==> src/rtl/tmst_pkg.sv <==
// Shared types, codes and default sizes for the Turing machine stepper.
// Depends on nothing; the head move unit, the stepper and the checker refer to it by scope.
package tmst_pkg;

   localparam int NUM_STATES_DEF = 128;
   localparam int MAX_OPS_DEF    = 8;
   localparam int TAPE_LEN_DEF   = 1024;
   localparam int NUM_SYMS       = 256;

   localparam logic [9:0] HEAD_START_RST = 10'd512;

   localparam logic [7:0] BLANK_SYM    = 8'd32;
   localparam logic [7:0] FALLBACK_SYM = 8'd63;

   // Request opcodes.
   localparam logic [2:0] OPC_CLEAR    = 3'd0;
   localparam logic [2:0] OPC_LOAD_OP  = 3'd1;
   localparam logic [2:0] OPC_LOAD_HDR = 3'd2;
   localparam logic [2:0] OPC_STEP     = 3'd3;
   localparam logic [2:0] OPC_READ     = 3'd4;

   // Operation kinds held in the operation store.
   localparam logic [2:0] KIND_LEFT  = 3'd0;
   localparam logic [2:0] KIND_RIGHT = 3'd1;
   localparam logic [2:0] KIND_ERASE = 3'd2;
   localparam logic [2:0] KIND_PRINT = 3'd3;

   // Response status codes.
   localparam logic [2:0] ST_OK       = 3'd0;
   localparam logic [2:0] ST_NO_ENTRY = 3'd1;
   localparam logic [2:0] ST_UNKNOWN  = 3'd2;
   localparam logic [2:0] ST_BAD_OP   = 3'd3;
   localparam logic [2:0] ST_EDGE     = 3'd4;

   // Outcome of the head move unit.
   typedef struct packed {
      logic is_move;
      logic edge_hit;
   } move_res_type;

endpackage

==> src/rtl/tmst_head_alu.sv <==
// Head move unit: steps the head one cell left or right and flags the tape edges.
// Depends on tmst_pkg.
module tmst_head_alu #(
   parameter int TAPE_LEN = tmst_pkg::TAPE_LEN_DEF
) (
   input  logic [$clog2(TAPE_LEN)-1:0] head,
   input  logic [2:0]                  kind,
   output logic [$clog2(TAPE_LEN)-1:0] head_next,
   output tmst_pkg::move_res_type      res
);

   localparam int TAW = $clog2(TAPE_LEN);
   localparam logic [TAW-1:0] LAST_CELL = TAW'(TAPE_LEN - 1);

   always_comb begin
      head_next    = head;
      res.is_move  = 1'b0;
      res.edge_hit = 1'b0;
      case (kind)
         tmst_pkg::KIND_LEFT: begin
            res.is_move  = 1'b1;
            res.edge_hit = (head == '0);
            if (head != '0) begin
               head_next = head - 1'b1;
            end
         end
         tmst_pkg::KIND_RIGHT: begin
            res.is_move  = 1'b1;
            res.edge_hit = (head == LAST_CELL);
            if (head != LAST_CELL) begin
               head_next = head + 1'b1;
            end
         end
         default: begin
            head_next = head;
         end
      endcase
   end

endmodule

==> config.mk <==
export PLATFORM = sky130hd
export DESIGN_NAME = tmst_head_alu
export DESIGN_NICKNAME = d
export VERILOG_FILES = /design/src/rtl/tmst_pkg.sv /design/src/rtl/tmst_head_alu.sv
export SDC_FILE = /design/constraint.sdc
export NUM_CORES = 1
export LEC_CHECK = 0
export ABC_AREA = 1
export BUFFER_PORTS_ARGS = -buffer_cell sky130_fd_sc_hd__buf_2
export CORE_UTILIZATION = 55
export DETAILED_ROUTE_END_ITERATION = 16
export PLACE_DENSITY = 0.89
export SYNTH_ARGS = -nofsm -noshare
export SYNTH_HDL_FRONTEND = slang
export SYNTH_SLANG_ARGS = --single-unit
==> constraint.sdc <==
create_clock -name vclk -period 1.25
set_clock_uncertainty 0.05 [all_clocks]
set_input_delay 0 -clock vclk [all_inputs]
set_output_delay 0 -clock vclk [all_outputs]
set_load 0.03 [all_outputs]
Word level (Yosys, flattened, before mapping)
Index checks and enable logic that the tools add are counted. Widths: inputs -> output; s select.

Add/subtract/negate cells: 2. Multipliers: 0. Divide/modulo/power cells: 0. $lt $le $gt $ge: 0. Eq/ne operators: 3. Shifts and indexed selects: 0. Muxes and demuxes: 4. Bitwise operators: 0. Reduce and logical (&&, ||, !) cells: 3.

Operators by type and width (number): $mux 10 (2); $pmux 10 s2 (1); $add 10x1->10 const B (1); $eq 10x10->1 const B (1); $logic_not 10->1 (1); $ne 10x10->1 const B (1); $reduce_bool 10->1 (1); $sub 10x1->10 const B (1); $pmux 2 s2 (1); $eq 3x1->1 const B (1); $logic_not 3->1 (1).

Register bits after elaboration: 0. Bits in latches: 0. Memory bits (writable): 0. Memory bits (read-only): 0. Input port bits: 13. Output and inout bits: 12. Logic and storage cells: 12. Memories: 0.

Depth between registers and ports, before layout
Gate-level depths: netlist of run 1.

Depth in word-level cells: 3. Depth in mapped cells: 9. Mapped depth without buffers: 9.

Least setup slack after synthesis of run 1
Ideal clock, no wire load.

Path type: input -> output. From: in kind[1]. To: out head_next[2]. Arrival time: 1.032 ns. Required time: 1.200 ns. Path slack: 0.168 ns. Cell stages on the path: 4. Buffers on the path: 0. Cells stage by stage: nor2_1 -> inv_1 -> nand2_1 -> nand3_1.

Longest elaborated chain between the ends: 2. Elaborated cells on any way between the ends: 3. Those cells by class: eq/ne (1); mux (1); reduce/logical (1).

Ends and longest elaborated chain: start: declaration (RTL line tmst_head_alu.sv:7) `input logic [2:0] kind,`; $eq 3x1->1 / $logic_not 3->1 (equally long branches) (RTL line tmst_head_alu.sv:19) `case (kind)`; $pmux 10 s2 * (RTL line tmst_head_alu.sv:19); end: declaration (RTL line tmst_head_alu.sv:8) `output logic [$clog2(TAPE_LEN)-1:0] head_next,`.

Mark *: on every way between the ends. The rest lies on a longest branch, timed or not.

Final worst setup path of run 1
From: in head[2]. To: out head_next[5].

Longest elaborated chain between the ends: 3. Elaborated cells on any way between the ends: 7. Those cells by class: add/sub (2); eq/ne (1); mux (3); reduce/logical (1).

Ends and longest elaborated chain: start: declaration (RTL line tmst_head_alu.sv:6) `input logic [$clog2(TAPE_LEN)-1:0] head,`; $add 10x1->10, or another cell as far along (RTL line tmst_head_alu.sv:31) `head_next = head + 1'b1;`; $mux 10, on equally long branches (RTL line tmst_head_alu.sv:30, tmst_head_alu.sv:23); $pmux 10 s2 * (RTL line tmst_head_alu.sv:19).

Marked as above.

==> out/metrics.yaml, run 1 <==
crit_path_end: "head_next[5]"
use_met1: 0.3750
hold_buffers: 0
critical-path-max-stage-delay_ns: 0.25
antennaDiodeCount: 0
worst-path-buf-inv: 2
crit_fanout: 8
die_area_sq_um: 1517
rows: 12
yosysTopAreaCellShare: 0.2700
cpMaxStageDelayCell: "nor2_1"
period_share: 1.117
worst_slack_ns: -0.1459
crit_type: "in2out"
synth.area.top_cells: "nand2_1 (27%), nand3_1 (16%), inv_1 (11%)"
dp_hpwl_um: 1886
placed_cells: 197
wl_um: 3085
synth_cells: 153
synth.cell_area_sq_um: 750.7
hold_class: "in2out"
avgSynthCellArea_sq_um: 4.907
cp_common_cell: "nand2_1"
cellLeakagePower_nw: 0.5625
clock_buffers: 0
final_max_slew_viol_count: 0
max_freq_mhz: 716.4
drcViolationCount: 0
status: "finished with violations"
gr-total-overflow: 0
cts_setup_buffers: 0
yosysSeqAreaShare: 0
die-width_um: 38.95
top_usage_layer: "met2"
synth_warnings: 0
period_minus_slack_ns: 1.396
fin_cells: 197
viasPerCell: 6.310
drive_gt1_frac: 0.3333
grt_pass1_wl_um: 3567
synth_area_leader_cell: "nand2_1"
track_usage: 0.3314
met2_usage: 0.6000
drtAntennaViolNets: 0
cap_violations: 0
start_util: 0.6329
violations: "setup timing"
required_ns: 1.20
portBuffers: 25
grt_max_degree: 9
max_slew_margin: 0.7444
drt-initial-drc-count: 105
cp-end-kind: "primary output"
ios: 25
nFillCells: 60
antenna_found_initial: 0
num-nets-final: 201
first_pass_iters: 4
vdd_ir_drop_max_mv: 0.3215
start_kind: "input port"
placed_area_sq_um: 932.1
cp_top_family: "simple AND/OR/NAND/NOR gates"
crit_cells: 9
tightest_slew_ns: 0.3829
die_h_um: 38.95
p_per_area_nw_per_um2: 372.1
wl_per_cell_um: 15.66
syn_nets: 169
cp_data_arrival_time_ns: 1.35
final-seq-area_sq_um: 0
hold_viol_final: 0
setup_violations: 2
vias: 1243
synthDistinctLibCells: 17
cp-startpoint: "head[2]"
stdcell_area_sq_um: 1076
grt_pass1_vias: 909
crit_chain: "buf_2 > nand2_1 > nor2_1 > nand2_1 > nor2_1 > nand2_1 > nand3_1 > nand3_1 > buf_2"
seq_cell_count: 0
gr-usage-met3: 0.05202
coreArea_sq_um: 1186
place_congestion: 0.9603
area_growth_pct: 43.33
-- through the flow --
step	power (mW)	hold slack, ns	util	setup TNS, ns	setup slack, ns
2_1_floorplan	0.2125	0.06443	-	0	0.1684
5_1_grt	0.4228	0.3387	0.9072	-0.3727	-0.2010
3_5_place_dp	0.3191	0.3305	0.7859	-0.1127	-0.05003
4_1_cts	0.3329	0.3310	0.8143	0	0.0007419
6_report	0.4004	0.3386	0.9072	-0.1597	-0.1459
3_3_place_gp	0.3127	0.3192	0.7859	-0.03038	-0.01824
-- cells by family (layout without fill, tap and decap cells) --
family / count (synthesis) / in the layout / synth area share
AOI/OAI and AO/OA: 5 / 5 / 0.03333
and+or+nand+nor: 115 / 115 / 0.7217
buffers and inverters: 26 / 56 / 0.1483
adders and majority gates: 3 / 3 / 0.05001
xor gates and xnor gates: 4 / 4 / 0.04666
-- placed cells by master, fill, tap and decap left out, types with 4 or more instances in the layout --
| cell type | netlist | routed |
|---|---|---|
| nor2_4 | 1 | 4 |
| nand2_1 | 54 | 49 |
| nand3_1 | 24 | 23 |
| nor2_2 | 1 | 5 |
| buf_4 | 1 | 16 |
| buf_2 | 2 | 14 |
| inv_1 | 22 | 19 |
| nor2_1 | 22 | 15 |
| nand4_1 | 8 | 8 |
| nand2_2 | 2 | 5 |
| xor2_1 | 4 | 4 |
-- synth_stat cells (all sizes together) --
cell   number
nand2      56
nand3      24
nor2       24
inv        22
nand4       9
o21ai       5
buf         4
xor2        4
ha          3
nor3        1
nor3b       1
-- worst min path at each step --
stage	startpoint	end	slack [ns]	depth (start not counted)
after floorplan	kind[2]	res[1]	0.06	1
after global placement	kind[2]	res[1]	0.32	3
after detailed placement	kind[2]	res[1]	0.33	3
after CTS	kind[2]	res[1]	0.33	3
after global routing	kind[2]	res[1]	0.34	3
final	kind[2]	res[1]	0.34	3
-- timing repair --
item                       in CTS  in global routing
pin swaps                       3                  6
setup endpoints to repair       4                 11
gates resized for setup        12                 40
-- where the power goes --
part / internal, mW / total (mW) / leakage [nW] / switching [mW]
Combinational: 0.143 / 0.400 / 0.563 / 0.257
Clock: 0 / 0 / 0 / 0
Sequential: 0 / 0 / 0 / 0
-- per-layer routing --
metal | up-vias | routed length, um
met2 | 111 | 1394
li1 | 548 | -
met5 | - | 0
met3 | 34 | 324
met1 | 550 | 1121
met4 | 0 | 245
-- cell type report --
cell class,instances,area (sq um),share of cell area
Multi-Input combinational cell,127,740.7,0.6884
Tap cell,14,17.52,0.01628
Inverter,22,86.33,0.08023
Timing Repair Buffer,34,231.5,0.2151
(Power assumes the default switching activity.)
==> run 2: changes to the inputs <==
--- a/config.mk
+++ b/config.mk
@@ -7,9 +7,9 @@
 export LEC_CHECK = 0
 export ABC_AREA = 1
 export BUFFER_PORTS_ARGS = -buffer_cell sky130_fd_sc_hd__buf_2
-export CORE_UTILIZATION = 55
+export CORE_UTILIZATION = 54
 export DETAILED_ROUTE_END_ITERATION = 16
-export PLACE_DENSITY = 0.89
+export PLACE_DENSITY = 0.88
 export SYNTH_ARGS = -nofsm -noshare
 export SYNTH_HDL_FRONTEND = slang
 export SYNTH_SLANG_ARGS = --single-unit
==> constraint.sdc (replaced) <==
create_clock -name vclk -period 1.45
set_clock_uncertainty 0.05 [all_clocks]
set_input_delay 0 -clock vclk [all_inputs]
set_output_delay 0 -clock vclk [all_outputs]
set_load 0.03 [all_outputs]
==> out/metrics.yaml, run 2 (synthesis results as in run 1) <==
cpMaxStageDelayCell: "ha_1"
rows: 13  # +1
place_congestion: 0.8731  # -9.1%
cellLeakagePower_nw: 0.5109  # -9.2%
antenna_found_initial: 0  # unchanged
crit_fanout: 6  # -2
viasPerCell: 5.246  # -17%
wl_per_cell_um: 10.98  # -30%
max_freq_mhz: 743.5
rsz0062_at_grt: "no"
p_per_area_nw_per_um2: 299.9  # -19%
layout_commonest_cell: "nand2_1"
hold_start: "kind[2]"
period_minus_slack_ns: 1.345
wl_um: 2098  # -32%
grt_pass1_wl_um: 3139  # -12%
cp_data_arrival_time_ns: 1.30  # -0.05 ns
seq_cell_count: 0  # unchanged
die-width_um: 39.29  # +0.87%
track_usage: 0.2842  # -0.04716
status: "finished clean"
die_area_sq_um: 1543  # +1.8%
period_share: 0.9276
portBuffers: 25  # unchanged
hold_viol_final: 0  # unchanged
cts_resized: 0  # -12
nFillCells: 125  # +110%
vdd_ir_drop_max_mv: 0.2003  # -38%
crit_chain: "buf_2 > inv_1 > ha_1 > nand3_1 > nor2_1 > nor2_2 > inv_2 > nand2_1 > nand2_1 > nand2_1 > clkbuf_4"
tightest_slew_ns: 0.2810  # -0.1020 ns
setup_violations: 0  # -2
max_slew_margin: 0.8125  # +0.06804
critical-path-max-stage-delay_ns: 0.25  # about the same
hold_class: "in2out"
totalNegativeSetupSlack_ns: 0  # +0.1597 ns
final_max_slew_viol_count: 0  # unchanged
drtAntennaViolNets: 0  # unchanged
hold_buffers: 0  # unchanged
num-nets-final: 194  # -3.5%
clock_buffers: 0  # unchanged
cp-end-kind: "primary output"
die_h_um: 39.29  # +0.87%
total_power_mw: 0.2656  # -34%
cts_setup_buffers: 0  # unchanged
drive_gt1_frac: 0.2045  # -0.1288
area_growth_pct: 18.00
drt-initial-drc-count: 42  # -60%
mostFrequentLayoutCells: "nand2_1 (54), nand3_1 (24), buf_2 (24)"
coreArea_sq_um: 1301  # +9.7%
cp-startpoint: "head[0]"
cp_common_cell: "nand2_1"
start_kind: "input port"
ios: 25  # unchanged
drcViolationCount: 0  # unchanged
final-seq-area_sq_um: 0  # unchanged
gr-total-overflow: 0  # unchanged
dp_hpwl_um: 1713  # -9.2%
required_ns: 1.40  # +0.20 ns
grt_pass1_vias: 755  # -17%
vias: 1002  # -19%
start_util: 0.5769  # -0.05599
antennaDiodeCount: 0  # unchanged
first_pass_iters: 4  # unchanged
crit_type: "in2out"
cap_violations: 0  # unchanged
grt_max_degree: 11  # +2
[run 2: cell types whose count changed in the layout (fill, tap and decap cells not counted), moves of 2 or more]
| cell | delta |
|---|---|
| buf_2 | +10 |
| buf_4 | -14 |
| buf_6 | -3 |
| ha_1 | +2 |
| ha_4 | -3 |
| inv_1 | +2 |
| nand2_1 | +5 |
| nand2_2 | -3 |
| nand2_4 | -2 |
| nor2_1 | +7 |
| nor2_2 | -4 |
| nor2_4 | -3 |
| o21ai_0 | +4 |
| o21ai_1 | -3 |
[run 2: path summary, 6_finish.rpt]
check	endpoint	slack [ns]	cells past startpoint
setup / recovery	head_next[0]	0.10	11
hold / removal	res[1]	0.33	3
[run 2: metal layers]
layer  track usage  routed length (um)
met1        0.3750                 947
met5             0                   0
met4       0.01724                   0
met3       0.01136                  78
met2        0.5250                1071
[run 2: area by class of cell]
| class | count | area [sq um] | area share |
|---|---|---|---|
| timing repair buffer | 27 | 142.6 | 0.1610 |
| multi-input combinational | 127 | 641.9 | 0.7246 |
| tap | 15 | 18.77 | 0.02119 |
| inverter | 22 | 82.58 | 0.09322 |
[run 2: critical path, delay by kind of cell]
family	cells	cell delay, ns
simple gates	6	0.54
fa+ha+maj	1	0.25
buf+inv	4	0.51
[run 2: where the power goes]
group	internal, mW	leakage, nW	switching (mW)
Combinational	0.0830	0.511	0.183
Clock	0	0	0
Sequential	0	0	0
[run 2: per-stage QoR]
stage               utilization  cell area [sq um]  hold WS [ns]  worst slack (ns)  std cells
floorplan                     -              750.7       0.06443            0.3684        153
global placement         0.6769              880.8        0.3213            0.1511        191
detailed placement       0.6769              880.8        0.3288           0.09709        191
CTS                      0.6769              880.8        0.3303           0.08647        191
global route             0.6808              885.9        0.3571          0.006444        191
finish                   0.6808              885.9        0.3293            0.1049        191
==> run 3: changes to the inputs <==
--- a/config.mk
+++ b/config.mk
@@ -10,6 +10,7 @@
 export CORE_UTILIZATION = 54
 export DETAILED_ROUTE_END_ITERATION = 16
 export PLACE_DENSITY = 0.88
+export REMOVE_ABC_BUFFERS = 1
 export SYNTH_ARGS = -nofsm -noshare
 export SYNTH_HDL_FRONTEND = slang
 export SYNTH_SLANG_ARGS = --single-unit
==> out/metrics.yaml, run 3 (synthesis results as in run 1) <==
start_kind: "input port"
vias: 1043  # +4.1%
total_power_mw: 0.2643  # -0.52%
max_slew_margin: 0.7826  # -0.02990
crit_fanout: 6  # unchanged
drcViolationCount: 0  # unchanged
grt_pass1_wl_um: 3008  # -4.2%
cellLeakagePower_nw: 0.5156  # +0.91%
vdd_ir_drop_max_mv: 0.1947  # -2.8%
wl_per_cell_um: 10.61  # -3.4%
rsz0062_at_grt: "no"
final_max_slew_viol_count: 0  # unchanged
hold_class: "in2out"
seq_cell_count: 0  # unchanged
required_ns: 1.40  # about the same
critical-path-max-stage-delay_ns: 0.23  # -0.02 ns
period_share: 0.9298  # +0.002150
viasPerCell: 5.432  # +3.5%
final-seq-area_sq_um: 0  # unchanged
dp_hpwl_um: 1658  # -3.2%
portBuffers: 25  # unchanged
track_usage: 0.2715  # -0.01265
gr-total-overflow: 0  # unchanged
mostFrequentLayoutCells: "nand2_1 (54), buf_2 (25), nand3_1 (24)"
hold_start: "kind[2]"
coreArea_sq_um: 1301  # unchanged
tightest_slew_ns: 0.3258  # +0.04481 ns
area_growth_pct: 19.00
whs_endpoint: "res[1]"
whs_ns: 0.3261  # -0.003170 ns
p_per_area_nw_per_um2: 295.8  # -1.4%
cp-end-kind: "primary output"
grt_max_degree: 9  # -2
hold_buffers: 0  # unchanged
worst-path-buf-inv: 4  # unchanged
antenna_found_initial: 0  # unchanged
cpMaxStageDelayCell: "ha_1"
hold_viol_final: 0  # unchanged
drt-initial-drc-count: 76  # +81%
rows: 13  # unchanged
num-nets-final: 195  # +0.52%
first_pass_iters: 4  # unchanged
crit_type: "in2out"
drive_gt1_frac: 0.2090  # +0.004494
period_minus_slack_ns: 1.348  # +0.003118 ns
antennaDiodeCount: 0  # unchanged
drtAntennaViolNets: 0  # unchanged
status: "finished clean"
nFillCells: 123  # -1.6%
clock_buffers: 0  # unchanged
start_util: 0.5769  # unchanged
cp-startpoint: "head[0]"
die-width_um: 39.29  # unchanged
place_congestion: 0.9221  # +5.6%
cp_top_family: "buffers and inverters"
setup_violations: 0  # unchanged
ios: 25  # unchanged
max_freq_mhz: 741.7  # -0.23%
crit_chain: "buf_2 > inv_1 > ha_1 > nand3_1 > nor2_2 > nor2_2 > buf_4 > nand2_1 > nand3_1 > buf_2"
grt_pass1_vias: 725  # -4.0%
cp_data_arrival_time_ns: 1.30  # about the same
totalNegativeSetupSlack_ns: 0  # unchanged
layout_commonest_cell: "nand2_1"
die_h_um: 39.29  # unchanged
cap_violations: 0  # unchanged
hold_depth: 3  # unchanged
die_area_sq_um: 1543  # unchanged
wl_um: 2037  # -2.9%
[run 3: cell type report]
type	instances	area, sq um	area share
inverters	22	82.58	0.09244
repair buffers	28	147.6	0.1653
well taps	15	18.77	0.02101
multi-input cells	127	644.4	0.7213
[run 3: per-layer routing]
metal	routed length, um	track usage	vias to the layer above
li1	-	-	538
met1	911	0.3898	463
met2	968	0.4792	40
met3	142	0	2
met4	15	0	0
met5	0	0	-
[run 3: where the power goes]
| part | total, mW | internal (mW) | leakage (nW) | switching, mW |
|---|---|---|---|---|
| Clock | 0 | 0 | 0 | 0 |
| Sequential | 0 | 0 | 0 | 0 |
| Combinational | 0.264 | 0.0828 | 0.516 | 0.181 |
| Total | 0.264 | 0.0828 | 0.516 | 0.181 |
[run 3: how the worst max path moves through the flow]
stage,endpoint,slack [ns],cells past startpoint
after floorplan,head_next[2],0.37,4
after global placement,head_next[8],0.12,9
after detailed placement,head_next[8],0.08,9
after CTS,head_next[8],0.08,9
after global routing,head_next[1],0.02,9
final,head_next[8],0.10,10
[run 3: metrics by stage]
| step | area, sq um | util | setup slack (ns) | instances |
|---|---|---|---|---|
| 6_report | 893.4 | 0.6865 | 0.1018 | 192 |
| 5_1_grt | 893.4 | 0.6865 | 0.02029 | 192 |
| 4_1_cts | 880.8 | 0.6769 | 0.07901 | 191 |
| 3_5_place_dp | 880.8 | 0.6769 | 0.08345 | 191 |
| 3_3_place_gp | 880.8 | 0.6769 | 0.1167 | 191 |
| 2_1_floorplan | 721.9 | - | 0.3684 | 149 |
[run 3: repair_timing]
item,in CTS,in global routing
resized for setup,0,2
setup endpoints to repair,0,3
buffers inserted,0,1
